## config.mk

```make
export PLATFORM = sky130hd
export DESIGN_NAME = blower_duty_mapper_slew_unit
export DESIGN_NICKNAME = d
export VERILOG_FILES = /design/src/bdms_pkg.sv /design/src/blower_duty_mapper_slew_unit.sv /design/src/bdms_seq.sv
export SDC_FILE = /design/constraint.sdc
export NUM_CORES = 1
export LEC_CHECK = 0
export BUFFER_PORTS_ARGS = -buffer_cell sky130_fd_sc_hd__buf_2
export CAP_MARGIN = 20
export CORE_ASPECT_RATIO = 0.6
export CORE_MARGIN = 5
export CORE_UTILIZATION = 56
export CTS_BUF_LIST = sky130_fd_sc_hd__clkbuf_16
export DETAILED_ROUTE_END_ITERATION = 10
export GPL_TIMING_DRIVEN = 0
export PLACE_DENSITY = 0.79
export SETUP_SLACK_MARGIN = 0.05
export SLEW_MARGIN = 30
export SYNTH_ARGS = -nofsm -noshare
export SYNTH_HDL_FRONTEND = slang
export SYNTH_SLANG_ARGS = --single-unit
```

## constraint.sdc

```tcl
create_clock -name clk -period 5.3 [get_ports clk]
set_input_delay 1.06 -clock clk [delete_from_list [all_inputs] [get_ports clk]]
set_output_delay 1.06 -clock clk [all_outputs]
set_load 0.01 [all_outputs]
```

## src/bdms_pkg.sv

```systemverilog
package bdms_pkg;

    localparam int PC_W = 4;

    // datapath operations
    localparam logic [3:0] OP_NOP    = 4'd0;
    localparam logic [3:0] OP_LDDIV1 = 4'd1;
    localparam logic [3:0] OP_DIVSTP = 4'd2;
    localparam logic [3:0] OP_PCT    = 4'd3;
    localparam logic [3:0] OP_PCT50  = 4'd4;
    localparam logic [3:0] OP_LDDIV2 = 4'd5;
    localparam logic [3:0] OP_TARGET = 4'd6;
    localparam logic [3:0] OP_SLEW   = 4'd7;
    localparam logic [3:0] OP_LDHIGH = 4'd8;
    localparam logic [3:0] OP_EMIT   = 4'd9;

    // jump conditions
    localparam logic [2:0] C_NEXT    = 3'd0;
    localparam logic [2:0] C_ALWAYS  = 3'd1;
    localparam logic [2:0] C_NOSTART = 3'd2;
    localparam logic [2:0] C_ABSENT  = 3'd3;
    localparam logic [2:0] C_EQB     = 3'd4;
    localparam logic [2:0] C_CNTNZ   = 3'd5;
    localparam logic [2:0] C_OUTBUSY = 3'd6;

    // register indexes
    localparam logic [2:0] REG_DUTY_LOW  = 3'd0;
    localparam logic [2:0] REG_DUTY_HIGH = 3'd1;
    localparam logic [2:0] REG_REF_LOW   = 3'd2;
    localparam logic [2:0] REG_REF_HIGH  = 3'd3;
    localparam logic [2:0] REG_MAX_STEP  = 3'd4;

    localparam logic [6:0] PCT_FULL = 7'd100;
    localparam logic [6:0] PCT_HALF = 7'd50;
    localparam logic [2:0] DIV_CNT  = 3'd7;   // 8 steps, 2 quotient bits each

    typedef struct packed {
        logic [3:0]      op;
        logic [2:0]      cond;
        logic [PC_W-1:0] target;
    } ctrl_t;

    typedef struct packed {
        logic no_start;
        logic absent;
        logic eq_bounds;
        logic cnt_nz;
        logic out_busy;
    } flags_t;

    typedef struct packed {
        logic [6:0]  rem;
        logic [15:0] quo;
    } div_t;

    // microprogram
    function automatic ctrl_t ucode(input logic [PC_W-1:0] pc);
        ctrl_t w;
        unique case (pc)
            4'd0:    w = '{OP_NOP,    C_NOSTART, 4'd0};
            4'd1:    w = '{OP_NOP,    C_ABSENT,  4'd10};
            4'd2:    w = '{OP_LDDIV1, C_EQB,     4'd5};
            4'd3:    w = '{OP_DIVSTP, C_CNTNZ,   4'd3};
            4'd4:    w = '{OP_PCT,    C_ALWAYS,  4'd6};
            4'd5:    w = '{OP_PCT50,  C_NEXT,    4'd0};
            4'd6:    w = '{OP_LDDIV2, C_NEXT,    4'd0};
            4'd7:    w = '{OP_DIVSTP, C_CNTNZ,   4'd7};
            4'd8:    w = '{OP_TARGET, C_NEXT,    4'd0};
            4'd9:    w = '{OP_SLEW,   C_ALWAYS,  4'd11};
            4'd10:   w = '{OP_LDHIGH, C_NEXT,    4'd0};
            4'd11:   w = '{OP_NOP,    C_OUTBUSY, 4'd11};
            4'd12:   w = '{OP_EMIT,   C_ALWAYS,  4'd0};
            default: w = '{OP_NOP,    C_ALWAYS,  4'd0};
        endcase
        return w;
    endfunction

    // one restoring division step; remainder stays below den
    function automatic div_t div_step(input div_t d, input logic [6:0] den);
        div_t       r;
        logic [7:0] part;
        part = {d.rem, d.quo[15]};
        if (part >= {1'b0, den})
        begin
            r.rem = 7'(part - {1'b0, den});
            r.quo = {d.quo[14:0], 1'b1};
        end
        else
        begin
            r.rem = part[6:0];
            r.quo = {d.quo[14:0], 1'b0};
        end
        return r;
    endfunction

endpackage

```

## src/blower_duty_mapper_slew_unit.sv

```systemverilog
// Blower duty mapper with slew-rate limit.
// Input channel (in_valid / in_stall): one control tick per transfer, carrying
// reference (signed 9 bit), src_missing and enabled. Output channel
// (out_valid / out_stall): one duty percent per enabled tick.
// Config: APB-style writes, register i at byte address 4*i; pready is tied high.
// Registers should only be written while the unit is idle.
// Sequencing: a tick is accepted only while the microsequencer sits at step 0.
//  - disabled tick: accepted, no result, ready again the next cycle
//  - source absent: duty = duty_high, with no divider pass and no slew limit
//  - equal reference bounds: percent fixed at 50, one divider pass
//  - normal tick: both divider passes, then the slew limit
// The shared serial divider runs twice per normal tick
// (percent scaling, then the divide by 100) at 2 quotient bits per cycle.
// The next tick is taken as soon as the result is posted.
// The result sits in an output register; a stalled receiver holds it there,
// and the sequencer waits in the step before emit until the register frees up.
// Reset: registers return to their defaults, stored duty clears to zero,
// sequencer returns to step 0, output register empties.
module blower_duty_mapper_slew_unit (
    input  logic              clk,
    input  logic              rst_n,
    // input channel
    input  logic              in_valid,
    output logic              in_stall,
    input  logic signed [8:0] reference,
    input  logic              src_missing,
    input  logic              enabled,
    // output channel
    output logic              out_valid,
    input  logic              out_stall,
    output logic [6:0]        duty,
    // config port
    input  logic              psel,
    input  logic              penable,
    input  logic              pwrite,
    input  logic [4:0]        paddr,
    input  logic [31:0]       pwdata,
    output logic [31:0]       prdata,
    output logic              pready
);

    bdms_pkg::ctrl_t  ctrl;
    bdms_pkg::flags_t flags;
    logic             idle;
    logic             in_xfer;
    logic             cfg_wr;

    // config registers
    logic [6:0] duty_low_reg, duty_high_reg, ref_low_reg, ref_high_reg, max_step_reg;

    // datapath registers
    logic signed [8:0] ref_reg;
    logic              absent_reg;
    logic [6:0]        rem_reg,  rem_next;
    logic [15:0]       quo_reg,  quo_next;
    logic [6:0]        den_reg,  den_next;
    logic              sign_reg, sign_next;
    logic [2:0]        cnt_reg,  cnt_next;
    logic [6:0]        pct_reg,  pct_next;
    logic [6:0]        tgt_reg,  tgt_next;
    logic [6:0]        cur_reg,  cur_next;
    logic              out_valid_reg, out_valid_next;
    logic [6:0]        out_duty_reg,  out_duty_next;

    // datapath temporaries
    logic signed [9:0] rdiff;
    logic [8:0]        rmag;
    logic signed [7:0] bdiff;
    logic [6:0]        bmag;
    logic signed [7:0] ddiff;
    logic [6:0]        dmag;
    logic [13:0]       dprod;
    bdms_pkg::div_t    d1, d2;
    logic [7:0]        qmag;
    logic signed [8:0] tsum;
    logic signed [8:0] sdiff;
    logic signed [8:0] step;
    logic signed [8:0] slim;
    logic signed [8:0] snew;

    assign pready   = 1'b1;
    assign cfg_wr   = psel && penable && pwrite && pready;
    assign in_stall = !idle;
    assign in_xfer  = in_valid && !in_stall;
    assign out_valid = out_valid_reg;
    assign duty      = out_duty_reg;

    // ---------------- config port ----------------
    always_ff @(posedge clk or negedge rst_n)
    begin
        if (!rst_n)
        begin
            duty_low_reg  <= 7'd0;
            duty_high_reg <= 7'd100;
            ref_low_reg   <= 7'd0;
            ref_high_reg  <= 7'd100;
            max_step_reg  <= 7'd20;
        end
        else if (cfg_wr)
        begin
            unique case (paddr[4:2])
                bdms_pkg::REG_DUTY_LOW:  duty_low_reg  <= pwdata[6:0];
                bdms_pkg::REG_DUTY_HIGH: duty_high_reg <= pwdata[6:0];
                bdms_pkg::REG_REF_LOW:   ref_low_reg   <= pwdata[6:0];
                bdms_pkg::REG_REF_HIGH:  ref_high_reg  <= pwdata[6:0];
                bdms_pkg::REG_MAX_STEP:  max_step_reg  <= pwdata[6:0];
                default: ;
            endcase
        end
    end

    always_comb
    begin
        unique case (paddr[4:2])
            bdms_pkg::REG_DUTY_LOW:  prdata = {25'd0, duty_low_reg};
            bdms_pkg::REG_DUTY_HIGH: prdata = {25'd0, duty_high_reg};
            bdms_pkg::REG_REF_LOW:   prdata = {25'd0, ref_low_reg};
            bdms_pkg::REG_REF_HIGH:  prdata = {25'd0, ref_high_reg};
            bdms_pkg::REG_MAX_STEP:  prdata = {25'd0, max_step_reg};
            default:                 prdata = 32'd0;
        endcase
    end

    // ---------------- sequencer ----------------
    assign flags.no_start  = !(in_xfer && enabled);
    assign flags.absent    = absent_reg;
    assign flags.eq_bounds = (ref_low_reg == ref_high_reg);
    assign flags.cnt_nz    = (cnt_reg != 3'd0);
    assign flags.out_busy  = out_valid_reg && out_stall;

    bdms_seq u_seq (
        .clk   (clk),
        .rst_n (rst_n),
        .flags (flags),
        .ctrl  (ctrl),
        .idle  (idle)
    );

    // ---------------- datapath ----------------
    always_comb
    begin
        // first pass: |ref - ref_low| * 100 / |ref_high - ref_low|
        rdiff = {ref_reg[8], ref_reg} - $signed({3'd0, ref_low_reg});
        rmag  = rdiff[9] ? 9'(-rdiff) : rdiff[8:0];
        bdiff = $signed({1'b0, ref_high_reg}) - $signed({1'b0, ref_low_reg});
        bmag  = bdiff[7] ? 7'(-bdiff) : bdiff[6:0];
        // second pass: |duty_high - duty_low| * pct / 100
        ddiff = $signed({1'b0, duty_high_reg}) - $signed({1'b0, duty_low_reg});
        dmag  = ddiff[7] ? 7'(-ddiff) : ddiff[6:0];
        dprod = dmag * pct_reg;
        // two division steps per cycle
        d1 = bdms_pkg::div_step(bdms_pkg::div_t'({rem_reg, quo_reg}), den_reg);
        d2 = bdms_pkg::div_step(d1, den_reg);
        // floor for negative products: round magnitude up on a remainder
        qmag = {1'b0, quo_reg[6:0]} + {7'd0, sign_reg && (rem_reg != 7'd0)};
        tsum = $signed({2'd0, duty_low_reg})
             + (sign_reg ? -$signed({1'b0, qmag}) : $signed({1'b0, qmag}));
        // slew limit
        sdiff = $signed({2'd0, tgt_reg}) - $signed({2'd0, cur_reg});
        step  = $signed({2'd0, max_step_reg});
        if (sdiff > step)
            slim = step;
        else if (sdiff < -step)
            slim = -step;
        else
            slim = sdiff;
        snew = $signed({2'd0, cur_reg}) + slim;

        rem_next       = rem_reg;
        quo_next       = quo_reg;
        den_next       = den_reg;
        sign_next      = sign_reg;
        cnt_next       = cnt_reg;
        pct_next       = pct_reg;
        tgt_next       = tgt_reg;
        cur_next       = cur_reg;
        out_duty_next  = out_duty_reg;
        out_valid_next = out_valid_reg && out_stall;

        unique case (ctrl.op)
            bdms_pkg::OP_NOP: ;
            bdms_pkg::OP_LDDIV1:
            begin
                rem_next  = 7'd0;
                quo_next  = 16'(rmag * bdms_pkg::PCT_FULL);
                den_next  = bmag;
                sign_next = rdiff[9] ^ bdiff[7];
                cnt_next  = bdms_pkg::DIV_CNT;
            end
            bdms_pkg::OP_DIVSTP:
            begin
                rem_next = d2.rem;
                quo_next = d2.quo;
                cnt_next = cnt_reg - 3'd1;
            end
            bdms_pkg::OP_PCT:
            begin
                // negative quotient clamps to zero, large to full scale
                if (sign_reg)
                    pct_next = 7'd0;
                else if (quo_reg > {9'd0, bdms_pkg::PCT_FULL})
                    pct_next = bdms_pkg::PCT_FULL;
                else
                    pct_next = quo_reg[6:0];
            end
            bdms_pkg::OP_PCT50:
                pct_next = bdms_pkg::PCT_HALF;
            bdms_pkg::OP_LDDIV2:
            begin
                rem_next  = 7'd0;
                quo_next  = {2'd0, dprod};
                den_next  = bdms_pkg::PCT_FULL;
                sign_next = ddiff[7];
                cnt_next  = bdms_pkg::DIV_CNT;
            end
            bdms_pkg::OP_TARGET:
                tgt_next = tsum[6:0];
            bdms_pkg::OP_SLEW:
                cur_next = snew[6:0];
            bdms_pkg::OP_LDHIGH:
                cur_next = duty_high_reg;
            bdms_pkg::OP_EMIT:
            begin
                out_valid_next = 1'b1;
                out_duty_next  = cur_reg;
            end
            default: ;
        endcase
    end

    always_ff @(posedge clk or negedge rst_n)
    begin
        if (!rst_n)
        begin
            cur_reg       <= 7'd0;
            out_valid_reg <= 1'b0;
            cnt_reg       <= 3'd0;
        end
        else
        begin
            cur_reg       <= cur_next;
            out_valid_reg <= out_valid_next;
            cnt_reg       <= cnt_next;
        end
    end

    always_ff @(posedge clk)
    begin
        if (in_xfer)
        begin
            ref_reg    <= reference;
            absent_reg <= src_missing;
        end
        rem_reg      <= rem_next;
        quo_reg      <= quo_next;
        den_reg      <= den_next;
        sign_reg     <= sign_next;
        pct_reg      <= pct_next;
        tgt_reg      <= tgt_next;
        out_duty_reg <= out_duty_next;
    end

`ifndef SYNTHESIS
    // an enabled tick keeps the unit busy on the following cycle
    a_busy_after_start: assert property (@(posedge clk) disable iff (!rst_n)
        (in_valid && !in_stall && enabled) |=> in_stall)
        else $error("unit not busy after enabled transfer");

    // a disabled tick leaves the unit ready
    a_idle_after_skip: assert property (@(posedge clk) disable iff (!rst_n)
        (in_valid && !in_stall && !enabled) |=> !in_stall)
        else $error("unit busy after disabled transfer");

    // a result only appears at the end of a tick being processed
    a_result_from_work: assert property (@(posedge clk) disable iff (!rst_n)
        $rose(out_valid) |-> $past(in_stall))
        else $error("result posted without work in progress");
`endif

endmodule

```

## src/bdms_seq.sv

```systemverilog
module bdms_seq (
    input  logic              clk,
    input  logic              rst_n,
    input  bdms_pkg::flags_t  flags,
    output bdms_pkg::ctrl_t   ctrl,
    output logic              idle
);

    logic [bdms_pkg::PC_W-1:0] pc_reg;
    logic [bdms_pkg::PC_W-1:0] pc_next;
    logic                      jump;

    assign ctrl = bdms_pkg::ucode(pc_reg);
    assign idle = (pc_reg == '0);

    always_comb
    begin
        unique case (ctrl.cond)
            bdms_pkg::C_NEXT:    jump = 1'b0;
            bdms_pkg::C_ALWAYS:  jump = 1'b1;
            bdms_pkg::C_NOSTART: jump = flags.no_start;
            bdms_pkg::C_ABSENT:  jump = flags.absent;
            bdms_pkg::C_EQB:     jump = flags.eq_bounds;
            bdms_pkg::C_CNTNZ:   jump = flags.cnt_nz;
            bdms_pkg::C_OUTBUSY: jump = flags.out_busy;
            default:             jump = 1'b1;
        endcase
        pc_next = jump ? ctrl.target : pc_reg + 1'b1;
    end

    always_ff @(posedge clk or negedge rst_n)
    begin
        if (!rst_n)
            pc_reg <= '0;
        else
            pc_reg <= pc_next;
    end

endmodule

```

**After elaboration in Yosys (flattened, before gate mapping)**

Memories as Yosys holds them, arrays and structs flattened.
Index checks and enable logic that the tools add are counted.

- Word-level logic and storage cells: 107
- Flip-flop bits (word level): 112
- Memory bits (read-only): 176
- Input port bits: 55
- Memories kept: 1
- Output and inout port bits: 42

Memory list:

| memory | depth | bits a word | rd ports | clocked after memory_dff | write ports | line | RTL |
|---|---|---|---|---|---|---|---|
| (name not given) | 16 | 11 | 1 | 0 | 0 | bdms_pkg.sv:59 | `unique case (pc)` |

- Eq/ne operators: 19
- $add $sub $neg: 16
- Multiplexer cells: 21
- Magnitude comparators: 5
- Bitwise operators: 1
- Reduce and logical (&&, ||, !) cells: 24
- Multiply operators: 2

Operators by type and width:

| operator | number |
|---|---|
| 7-bit one-hot mux with 2 select lines | 4 |
| 7-bit 2-to-1 mux | 7 |
| 16-bit one-hot mux with 3 select lines | 1 |
| 23-bit 2-to-1 mux | 2 |
| 7-bit one-hot mux with 5 select lines | 1 |
| 7-bit by 7-bit subtractor with 8-bit output | 3 |
| 7-bit negator | 3 |
| 4-bit by 3-bit equality test with 1-bit output (second input constant) | 4 |
| 8-bit by 7-bit greater-or-equal comparator with 1-bit output | 2 |
| 16-bit by 7-bit > comparator with 1-bit output (second input constant) | 1 |
| 7-bit adder | 2 |
| 7-bit by 7-bit multiplier with 14-bit output | 1 |
| 9-bit by 5-bit multiplier with 14-bit output (second input constant) | 1 |
| 7-bit subtractor | 2 |
| 3-bit by 2-bit equality test with 1-bit output (second input constant) | 4 |
| 3-bit equality test (second input constant) | 4 |
| 2-bit AND reduction | 5 |
| 9-bit by 8-bit subtractor with 10-bit output | 1 |
| 8-bit by 9-bit < comparator with 1-bit output | 1 |
| 9-bit 2-to-1 mux | 1 |
| 7-bit negator with 9-bit output | 1 |
| 9-bit negator | 1 |
| 4-bit by 2-bit equality test with 1-bit output (second input constant) | 2 |
| 4-bit equality test (second input constant) | 2 |
| 21 further kinds | 32 |

**Longest topological paths before layout**

Gate-level depths: netlist of the first run.

- Depth after elaboration: 6
- Depth in mapped cells: 26
- Depth with buffers taken out: 26

**Cells and area by module**

Synthesis of the first run repeated with hierarchy kept, for this count alone.

- Cells, all modules: 1220
- Area, all modules: 11322.1 um2

Modules (own cells, without submodules):

| module | instances | cells an instance | area an instance (um2) | sequential area each (um2) |
|---|---|---|---|---|
| blower_duty_mapper_slew_unit | 1 | 1162 | 10810.4 | 3022.9 |
| bdms_seq | 1 | 58 | 511.7 | 100.1 |

**Least setup slack after synthesis of the first run**

No wires, ideal clock.

- Path type: register to register
- From: register duty_high_reg[0]
- To: register quo_reg[13] (data pin)
- Period minus slack after synthesis: 5.737 ns
- Arrival: 5.466 ns
- Slack: -0.437 ns
- Cell stages (with the launch flop): 22
- Setup time: 0.271 ns
- Data required time: 5.029 ns
- Path buffers: 1
- Cells stage by stage: dfrtp_1 -> inv_1 -> ha_1 -> inv_1 -> fa_1 -> xnor2_1 -> nand2_1 -> nor4_2 -> mux2_4 -> or3_4 -> buf_6 -> and3_1 -> fa_1 -> fa_1 -> fa_1 -> ha_1 -> ha_1 -> o21a_1 -> o22ai_1 -> a21oi_1 -> xnor2_1 -> o221ai_1

- Word-level cells in the longest chain between the ends: 5

Ends and longest elaborated chain:

| what | line | RTL |
|---|---|---|
| start: declaration | blower_duty_mapper_slew_unit.sv:49 | `logic [6:0] duty_low_reg, duty_high_reg, ref_low_reg, ref_high_reg, max_step_reg;` |
| start signal: assignment | blower_duty_mapper_slew_unit.sv:103 | `bdms_pkg::REG_DUTY_HIGH: duty_high_reg <= pwdata[6:0];` |
| 7-bit by 7-bit subtractor with 8-bit output * | blower_duty_mapper_slew_unit.sv:148 | `ddiff = $signed({1'b0, duty_high_reg}) - $signed({1'b0, duty_low_reg});` |
| 7-bit negator | blower_duty_mapper_slew_unit.sv:149 | `dmag = ddiff[7] ? 7'(-ddiff) : ddiff[6:0];` |
| 7-bit 2-to-1 mux * | blower_duty_mapper_slew_unit.sv:149 |  |
| 7-bit by 7-bit multiplier with 14-bit output * | blower_duty_mapper_slew_unit.sv:150 | `dprod = dmag * pct_reg;` |
| 16-bit one-hot mux with 3 select lines * | blower_duty_mapper_slew_unit.sv:180 | `unique case (ctrl.op)` |
| via quo_next[13] | blower_duty_mapper_slew_unit.sv:55 | `logic [15:0] quo_reg, quo_next;` |
| end signal: assignment | blower_duty_mapper_slew_unit.sv:255 | `quo_reg <= quo_next;` |
| end: declaration | blower_duty_mapper_slew_unit.sv:55 |  |

The timed path passes the listed nets; every way through them passes the cells marked *.
A chain may end at the register's enable or synchronous reset.

**Worst setup path after layout of the first run**

- From: register duty_high_reg[2]
- To: register quo_reg[11] (data pin)

Same word-level chain as after synthesis.

==> results of run 1 <==
## final cells by class
| type | count | area [um^2] |
|---|---|---|
| multi-input cells | 943 | 8142 |
| well taps | 273 | 341.6 |
| plain buffers | 53 | 316.6 |
| fillers | 1502 | 6502 |
| clock inverters | 6 | 40.04 |
| repair buffers | 90 | 610.6 |
| inverters | 129 | 484.2 |
| flip-flops and latches | 112 | 3132 |
| clock buffers | 10 | 250.2 |
## final timing paths
check                                                  start                           to  slack, ns
worst min register to register           out_valid$_DFF_PN0_          out_valid$_DFF_PN0_       0.51
max in group asynchronous                              rst_n  duty_low_reg[2]$_DFFE_PN0P_       4.05
worst min-delay path                     out_valid$_DFF_PN0_          out_valid$_DFF_PN0_       0.51
worst max-delay path            duty_high_reg[2]$_DFFE_PN1P_        quo_reg[11]$_DFFE_PP_      -0.56
min in group asynchronous                              rst_n       cur_reg[6]$_DFFE_PN0P_       0.72
worst max register to register  duty_high_reg[2]$_DFFE_PN1P_        quo_reg[11]$_DFFE_PP_      -0.56
## kinds of logic after synthesis
logic type / after synthesis / share of synthesized area, %
other: 2 / 0.06713
xor gates and xnor gates: 78 / 6.174
DFF: 112 / 27.92
muxes: 45 / 4.463
AOI/OAI and AO/OA: 262 / 15.52
and+or+nand+nor: 349 / 15.76
adders and majority gates: 183 / 22.88
buffers and inverters: 183 / 7.214
## what timing repair did
item | CTS | global route
resized for setup | 72 | 65
pin swaps | 53 | 34
setup buffers | 35 | 13
endpoints found under the setup margin | 13 | 14
## through the flow
stage / setup TNS (ns) / area [um^2] / utilization [%]
finish: -4.050 / 13320 / 67.19
CTS: -2.620 / 12900 / 65.09
global placement: -5.213 / 11980 / 60.44
floorplan: -0.6169 / 11430 / -
detailed placement: -6.514 / 12000 / 60.54
global route: -5.339 / 13320 / 67.19
## layout by cell type (no fill, tap or decap), types with 10 or more instances in the layout
cell and count:
a21oi_1 38, buf_2 50, a21oi_2 15, and3_1 13
edfxtp_1 62, clkbuf_1 14, xor2_1 22, buf_4 66
fa_1 32, o21ai_0 52, nor2_1 71, nand2b_1 16
nor3_1 19, a21o_1 14, dfrtp_1 35, conb_1 26
nand2_1 91, ha_1 133, and2_1 11, buf_6 10
ha_4 12, a22oi_1 25, clkbuf_16 10, o21a_1 11
nand3_1 26, xnor2_1 40, nor2b_1 34, mux2_2 35
inv_1 120
## routing by layer
metal / part of all wire [%] / up-vias / wire, um
met4: 1.2 / 0 / 365
met3: 10 / 34 / 3147
met5: 0 / - / 0
li1: - / 4492 / -
met2: 44 / 471 / 13640
met1: 45 / 4674 / 14180
## worst max-delay path: cells and delay by family (launching register included)
kind / cells / cell delay [ns]
xor+xnor: 1 / 0.20
mux: 1 / 0.35
buf+inv: 5 / 0.54
compound gates: 9 / 1.26
fa+ha+maj: 6 / 2.16
simple gates: 3 / 0.44
flops: 1 / 0.64
==> flow_summary.yaml, run 1 <==
die:
  top_level_pins: 97
  die_height_um: 119.5
  initial_core_util_pct: 56.45
  chipWidth_um: 192.5
  area_of_the_die_um2: 23000
  placement_rows: 40
  core-area_um2: 19820
worst_setup_path:
  critPathCaptureType: "flop"
  cp_slowest_stage_delay_ns: 0.64
  r2r.worst_path.cells: 25
  critical_path.max_fanout: 4
  timing.critical_path.mode_cell: "fa_1"
  worst-setup-path-type: "flop to flop"
  cp_data_arrival_time_ns: 5.97
  worst_setup_path_start_kind: "flop"
  worstPathRequired_ns: 5.40
  cpMaxStageDelayCell: "dfstp_2"
timing:
  fin_worst_skew_ns: 0.008144
  rsz0062_at_grt: "yes"
  fin_ws_ns: -0.5634
  timing_max_transition_violations_final: 0
  tightestPinTransition_ns: 0.8733
  fin_worst_hold_slack_ns: 0.5091
  layout_worst_path_cycle_share_pct: 110.6
  finalHoldViolations: 0
  slew_headroom_pct: 41.57
  setup_viol_count_final: 9
  fin_crit_ns: 5.863
  fmax_mhz: 170.6
global_route:
  groute.layer.met1.usage_pct: 40.85
  antenna_violations_before_repair: 0
  grt_most_used_layer: "met1"
  global_route.usage.met3_pct: 6.561
  global_route.usage.total_pct: 26.91
  grt_start_max_net_pins: 51
  grt_use_met2_pct: 39.70
  grt_pass1_vias: 9257
  grt_first_pass_wirelength_um: 49310
  globalRoute.totalOverflow: 0
run:
  max_cap_viol_count: 0
cts:
  cts.path.max_buffers: 2
  postCtsHoldBufs: 0
  clock_tree.root_cell: "clkbuf_16"
  cts.clk_slew.worst_paths_ns: 0.07
  tritoncts_num_sinks: 112
  tritoncts.num_buffers: 9
  clkLatencyLatePin_ns: 0.35
  h-tree-depth: 3
  tritoncts: "built"
detailed_routing:
  detailroute.via_count: 9671
  routed_wire_length_per_instance_um: 19.39
  drt_iter0_drcs: 1131
  final_antenna_net_count: 0
  detail_route.first_pass.iterations: 7
  finalWirelength_um: 31340
  detail_route.vias_per_cell: 5.985
  drc: 0
cells_and_area:
  flip_flop_count_of_the_largest_register_all_copies_and_words_added: 16
  antenna-diode-count: 0
  area_overhead_of_the_layout_relative_to_synthesis_pct: 19.04
  layout-drive-gt1-share_pct: 24.05
  finalNetCount: 1576
  fin_cells: 1616
logic_synthesis:
  ys_ff_latch: 112
  synthArstFlopShare_pct: 44.64
  netlist-cell-type-count: 85
  leading_cell_type_by_number_of_instances_after_synthesis: "ha_1"
  synth.yosys.warnings: 0
  syn-instance-count: 1214
  mappedNetlistArea_um2: 11190
  synth_edf_count: 62
  synth_top_area_cell: "edfxtp_1"
  postSynth.topFlopCell: "edfxtp_1"
  postSynthAreaPerCell_um2: 9.215
  yosysTopAreaCellShare_pct: 16.64
  synth.yosys.seq_area_share_pct: 27.92
  top_cells_by_area_in_the_synthesized_netlist: "edfxtp_1, ha_1, dfrtp_1"
  synth.cells.most_frequent: "ha_1, inv_1, nand2_1, nor2_1"
status:
  failed_checks: "setup timing"
  status: "complete, but fails checks"
placed_design:
  place.detailed.hpwl_um: 23380
  placement.io_buffers: 42
  placement.setup.worst_slack_ns: -1.025
  numPlacedInstances: 1553
  place.gp.congestion: 0.9145
worst_hold_path:
  timing.hold.worst_path_depth: 1
  timing.hold.worst.class: "flop to flop"
Power of run 1 is not shown: default switching activity piles up to over one toggle a cycle in this logic, so the estimate is an artifact.
==> run 2: changes to the inputs <==
Settings changed: CTS_BUF_LIST sky130_fd_sc_hd__clkbuf_16 to sky130_fd_sc_hd__clkbuf_4 sky130_fd_sc_hd__clkbuf_8 sky130_fd_sc_hd__clkbuf_16, PLACE_DENSITY 0.79 to 0.86, TNS_END_PERCENT set to 50.
==> run 2 against run 1 <==
Net effect: the flow still finishes with violations (setup timing); global-route usage increased by 0.46 points; sequential share of layout area decreased by 0.13 points; wire length increased by 4.3%; clock skew increased by 0.011 ns; core utilization increased by 0.31 points; fmax decreased by 0.96%; first-iteration DRC count increased by 5.7%; hold slack improved by 0.029 ns; non-clock buffer count decreased by 2; register-to-register slack got worse by 0.06 ns; worst setup slack got worse by 0.057 ns; highest routed layer unchanged.
==> flow_summary.yaml, run 2 (synthesized netlist as in run 1, its figures left out) <==
status:
  status: "complete, but fails checks"
  failed_checks: "setup timing"
cells_and_area:
  finalNetCount: 1574
  layout.core_utilization_pct: 67.50
  most_common_cell_after_layout_fill_and_taps_aside: "ha_1"
  flip_flop_count_of_the_largest_register_all_copies_and_words_added: 16
  most_frequent_cells_in_the_layout: "ha_1, inv_1, nand2_1"
  nFillCells: 1410
  antenna-diode-count: 0
  area_overhead_of_the_layout_relative_to_synthesis_pct: 19.58
  layout-drive-gt1-share_pct: 24.76
cts:
  cts.path.max_buffers: 2
  tritoncts_num_sinks: 112
  tritoncts.num_buffers: 9
  tritoncts: "built"
  h-tree-depth: 3
  cts.clk_slew.worst_paths_ns: 0.09
  clkLatencyLatePin_ns: 0.37
  clock_tree.root_cell: "clkbuf_16"
timing:
  setup_tns_ns: -3.533
  rsz0062_at_grt: "yes"
  tightestPinTransition_ns: 1.116
  layout_worst_path_cycle_share_pct: 111.7
  fin_ws_ns: -0.6203
  finalHoldViolations: 0
  timing_max_transition_violations_final: 0
  fin_crit_ns: 5.920
  fmax_mhz: 168.9
  setup_viol_count_final: 8
  fin_worst_skew_ns: 0.01930
  slew_headroom_pct: 24.92
worst_setup_path:
  setup.worst_path.start: "duty_high_reg[2]$_DFFE_PN1P_"
  worstPathBufferInverterCount: 3
  critPathCapture: "quo_reg[11]$_DFFE_PP_"
  critPathTopFamily: "adder cells"
  cpMaxStageDelayCell: "dfstp_2"
  worst_setup_path_start_kind: "flop"
  critical_path.reg2reg.startpoint: "duty_high_reg[2]$_DFFE_PN1P_"
  critical_path.max_fanout: 4
  cp_slowest_stage_delay_ns: 0.63
  r2r.worst_path.cells: 22
  r2r_end: "quo_reg[11]$_DFFE_PP_"
  worstPathRequired_ns: 5.42
  worstPathCellList: "ha_4 > or2_4 > o21ai_4 > xnor2_4 > buf_6 > nor3b_4 > nor2_2 > a22oi_2 > nand2b_4 > fa_1 > inv_2 > fa_1 > fa_1 > fa_1 > ha_4 > nand3_2 > o21ai_2 > o22ai_4 > buf_4 > o21ai_2 > xnor2_2 > o21ai_1"
  worst-setup-path-type: "flop to flop"
  reg2reg_setup_slack_ns: -0.62
  critPathCaptureType: "flop"
  cp_data_arrival_time_ns: 6.04
  path_depth: 22
  timing.critical_path.mode_cell: "fa_1"
global_route:
  antenna_violations_before_repair: 0
  grt_start_max_net_pins: 51
  grt_pass1_vias: 9434
  global_route.usage.total_pct: 27.37
  grt_first_pass_wirelength_um: 50050
  globalRoute.totalOverflow: 0
detailed_routing:
  finalWirelength_um: 32690
  drt_iter0_drcs: 1195
  routed_wire_length_per_instance_um: 20.26
  detail_route.vias_per_cell: 6.162
  drc: 0
  final_antenna_net_count: 0
  detail_route.first_pass.iterations: 6
  detailroute.via_count: 9945
die:
  chipWidth_um: 192.5
  top_level_pins: 97
  initial_core_util_pct: 56.45
  core-area_um2: 19820
  die_height_um: 119.5
  placement_rows: 40
  area_of_the_die_um2: 23000
placed_design:
  placement.io_buffers: 42
  place.gp.congestion: 0.9254
  place.detailed.hpwl_um: 23270
run:
  max_cap_viol_count: 0
worst_hold_path:
  timing.hold.worst.class: "flop to flop"
  timing.hold.worst_path_depth: 1
[run 2: cell count changes in the layout (fill, tap and decap cells not counted), sizes merged]
cell | previous run | this run
buf | 127 | 125
clkbuf | 26 | 25
clkinv | 3 | 6
inv | 132 | 130
[run 2: area by class of cell]
type                            count  area (um^2)  area share, %
Sequential cell                   112         3129          23.39
Clock buffer                        9        225.2          1.684
Inverter                          129        484.2          3.620
Tap cell                          273        341.6          2.553
Timing Repair Buffer               88        580.6          4.340
Clock inverter                      7        87.58         0.6547
Buffer                             53        316.6          2.366
Multi-Input combinational cell    943         8213          61.39
[run 2: stage by stage]
stage / hold slack (ns) / cells / cell area, um^2 / setup WS (ns)
final: 0.5379 / 1614 / 13380 / -0.6203
after CTS: 0.5293 / 1593 / 12760 / -0.4985
after global routing: 0.5581 / 1614 / 13380 / -0.7549
after floorplan: 0.4753 / 1238 / 11400 / -0.1905
after global placement: 0.4966 / 1553 / 11950 / -0.8608
after detailed placement: 0.5091 / 1554 / 11970 / -1.088
[run 2: how the worst min path moves through the flow]
stage | slack [ns] | endpoint | startpoint
5_1_grt | 0.56 | cnt_reg[0]$_DFFE_PN0P_ | cnt_reg[0]$_DFFE_PN0P_
2_1_floorplan | 0.48 | duty[3]$_DFFE_PP_ | cur_reg[3]$_DFFE_PN0P_
3_5_place_dp | 0.51 | duty[0]$_DFFE_PP_ | cur_reg[0]$_DFFE_PN0P_
6_report | 0.54 | ref_high_reg[0]$_DFFE_PN0P_ | ref_high_reg[0]$_DFFE_PN0P_
3_3_place_gp | 0.50 | duty[0]$_DFFE_PP_ | cur_reg[0]$_DFFE_PN0P_
4_1_cts | 0.53 | duty[0]$_DFFE_PP_ | cur_reg[0]$_DFFE_PN0P_
[run 2: routing by layer]
layer,GRT usage [%],wire [um],vias up
li1,-,-,4494
met1,39.58,13730,4788
met2,40.95,14580,566
met3,7.791,3629,97
met4,5.922,750,0
met5,0,0,-
[run 2: repair_timing]
item                                    4_1_cts  5_1_grt
endpoints found under the setup margin       13       22
hold buffers                                  0        0
gates resized for setup                      59       93
pin swaps                                    26       42
buffers inserted                             24       21
gates cloned                                  0        0
Power of run 2 is left out for the same reason.
==> run 3: changes to the inputs <==
Settings changed: GPL_TIMING_DRIVEN 0 to 1.
==> run 3 against run 2 <==
Net effect: the run still ends with setup timing left; first-iteration DRC count shrank 18%; flip-flop and latch count unchanged; wire length shrank 2.0%; core utilization fell by 0.84 points; via count rose by 1.1%; clock-buffer cell count did not move; final cell count grew 0.68%; worst setup slack better by 0.12 ns; critical path depth fell by 2; highest routed layer is now met5.
==> flow_summary.yaml, run 3 (synthesized netlist as in run 1, its figures left out) <==
cts:
  clkLatencyLatePin_ns: 0.38
  postCtsHoldBufs: 0
  tritoncts: "built"
  clock_tree.root_cell: "clkbuf_16"
  tritoncts.num_buffers: 9
  cts.path.max_buffers: 2
  cts.clk_slew.worst_paths_ns: 0.09
  h-tree-depth: 3
  tritoncts_num_sinks: 112
cells_and_area:
  most_common_cell_after_layout_fill_and_taps_aside: "ha_1"
  finalNetCount: 1584
  layout-drive-gt1-share_pct: 22.65
  fin_cells: 1625
  most_frequent_cells_in_the_layout: "ha_1, inv_1, buf_4"
  area_overhead_of_the_layout_relative_to_synthesis_pct: 18.10
  flip_flop_count_of_the_largest_register_all_copies_and_words_added: 16
worst_setup_path:
  worst_setup_path_start_kind: "flop"
  worst-setup-path-type: "flop to flop"
  critical_path.reg2reg.startpoint: "duty_high_reg[2]$_DFFE_PN1P_"
  critPathCaptureType: "flop"
  cp_data_arrival_time_ns: 5.91
  critical_path.max_fanout: 4
  worstPathBufferInverterCount: 2
  reg2reg_setup_slack_ns: -0.50
  worstPathRequired_ns: 5.41
  critPathTopFamily: "adder cells"
  setup.worst_path.start: "duty_high_reg[2]$_DFFE_PN1P_"
  worstPathCellList: "ha_4 > or2_4 > buf_4 > o21ai_4 > xnor2_4 > buf_4 > nor2_1 > a311o_1 > or3_4 > and3_4 > fa_1 > fa_1 > fa_1 > ha_4 > ha_4 > o21a_4 > o22ai_4 > a21oi_2 > xnor2_2 > o221ai_1"
  cpMaxStageDelayCell: "fa_1"
  cp_slowest_stage_delay_ns: 0.61
die:
  die_height_um: 119.5
  area_of_the_die_um2: 23000
  core-area_um2: 19820
  initial_core_util_pct: 56.45
  top_level_pins: 97
  chipWidth_um: 192.5
  placement_rows: 40
placed_design:
  place.gp.congestion: 0.9362
  place.detailed.hpwl_um: 24070
  placement.setup.worst_slack_ns: -0.6412
  numPlacedInstances: 1592
  placement.io_buffers: 43
detailed_routing:
  detailroute.via_count: 10057
  drt_iter0_drcs: 984
  detail_route.vias_per_cell: 6.189
  drc: 0
  finalWirelength_um: 32030
  detail_route.first_pass.iterations: 6
  final_antenna_net_count: 0
  routed_wire_length_per_instance_um: 19.71
global_route:
  global_route.usage.total_pct: 26.99
  antenna_violations_before_repair: 1
  grt_start_max_net_pins: 51
  grt_pass1_vias: 9668
  grt_first_pass_wirelength_um: 49500
  globalRoute.totalOverflow: 0
run:
  max_cap_viol_count: 0
status:
  failed_checks: "setup timing"
  status: "complete, but fails checks"
timing:
  timing_max_transition_violations_final: 0
  tightestPinTransition_ns: 0.9266
  slew_headroom_pct: 37.71
  setup_viol_count_final: 10
  setup_tns_ns: -3.151
  rsz0062_at_grt: "yes"
  fmax_mhz: 172.4
  fin_ws_ns: -0.5007
  layout_worst_path_cycle_share_pct: 109.4
  finalHoldViolations: 0
  fin_crit_ns: 5.801
  fin_worst_skew_ns: 0.02137
worst_hold_path:
  timing.hold.worst.class: "flop to flop"
  hold_path_startpoint: "out_valid$_DFF_PN0_"
## run 3: cell count changes in the layout (fill, tap and decap cells not counted), moves of 4 or more
cell | previous run | this run
o21ai_2 | 6 | 1
buf_2 | 50 | 43
dfrtp_1 | 37 | 42
buf_4 | 68 | 103
dfrtp_2 | 5 | 0
a21oi_2 | 12 | 8
ha_1 | 131 | 135
xor2_1 | 21 | 26
xor2_2 | 7 | 3
a21oi_1 | 41 | 46
clkbuf_1 | 14 | 0
## run 3: what timing repair did
item	in CTS	in global routing
pin swaps	21	34
endpoints found under the setup margin	11	13
buffers inserted	7	9
hold endpoints to repair	0	0
resized for setup	42	36
## run 3: metal layers
| metal | vias to the layer above | wire (um) | GRT usage [%] |
|---|---|---|---|
| met4 | 4 | 727 | 5.432 |
| met3 | 97 | 4067 | 9.227 |
| li1 | 4510 | - | - |
| met2 | 627 | 13570 | 39.32 |
| met5 | - | 57 | 0 |
| met1 | 4819 | 13610 | 39.10 |
## run 3: final timing paths
path,endpoint,cells after the start
worst max-delay path,quo_reg[13]$_DFFE_PP_,20
worst min-delay path,out_valid$_DFF_PN0_,1
worst max register to register,quo_reg[13]$_DFFE_PP_,20
worst min register to register,out_valid$_DFF_PN0_,1
max in group asynchronous,cur_reg[4]$_DFFE_PN0P_,2
min in group asynchronous,ref_low_reg[1]$_DFFE_PN0P_,2
## run 3: area by class of cell
cell class                      instances  area (um^2)
Inverter                              129        484.2
Clock inverter                          7        85.08
Multi-Input combinational cell        943         7905
Fill cell                            1451         6608
Sequential cell                       112         3123
Timing Repair Buffer                  151         1045
Tap cell                              273        341.6
Clock buffer                            9        225.2
Antenna cell                            1        2.502
## run 3: stage by stage
stage | hold slack [ns] | area (um^2) | util [%]
final | 0.5177 | 13210 | 66.66
after detailed placement | 0.5042 | 12330 | 62.22
after global placement | 0.4776 | 12330 | 62.19
after floorplan | 0.4753 | 11400 | -
after global routing | 0.5356 | 13210 | 66.65
after CTS | 0.5223 | 12930 | 65.26
Power of run 3 is left out for the same reason.
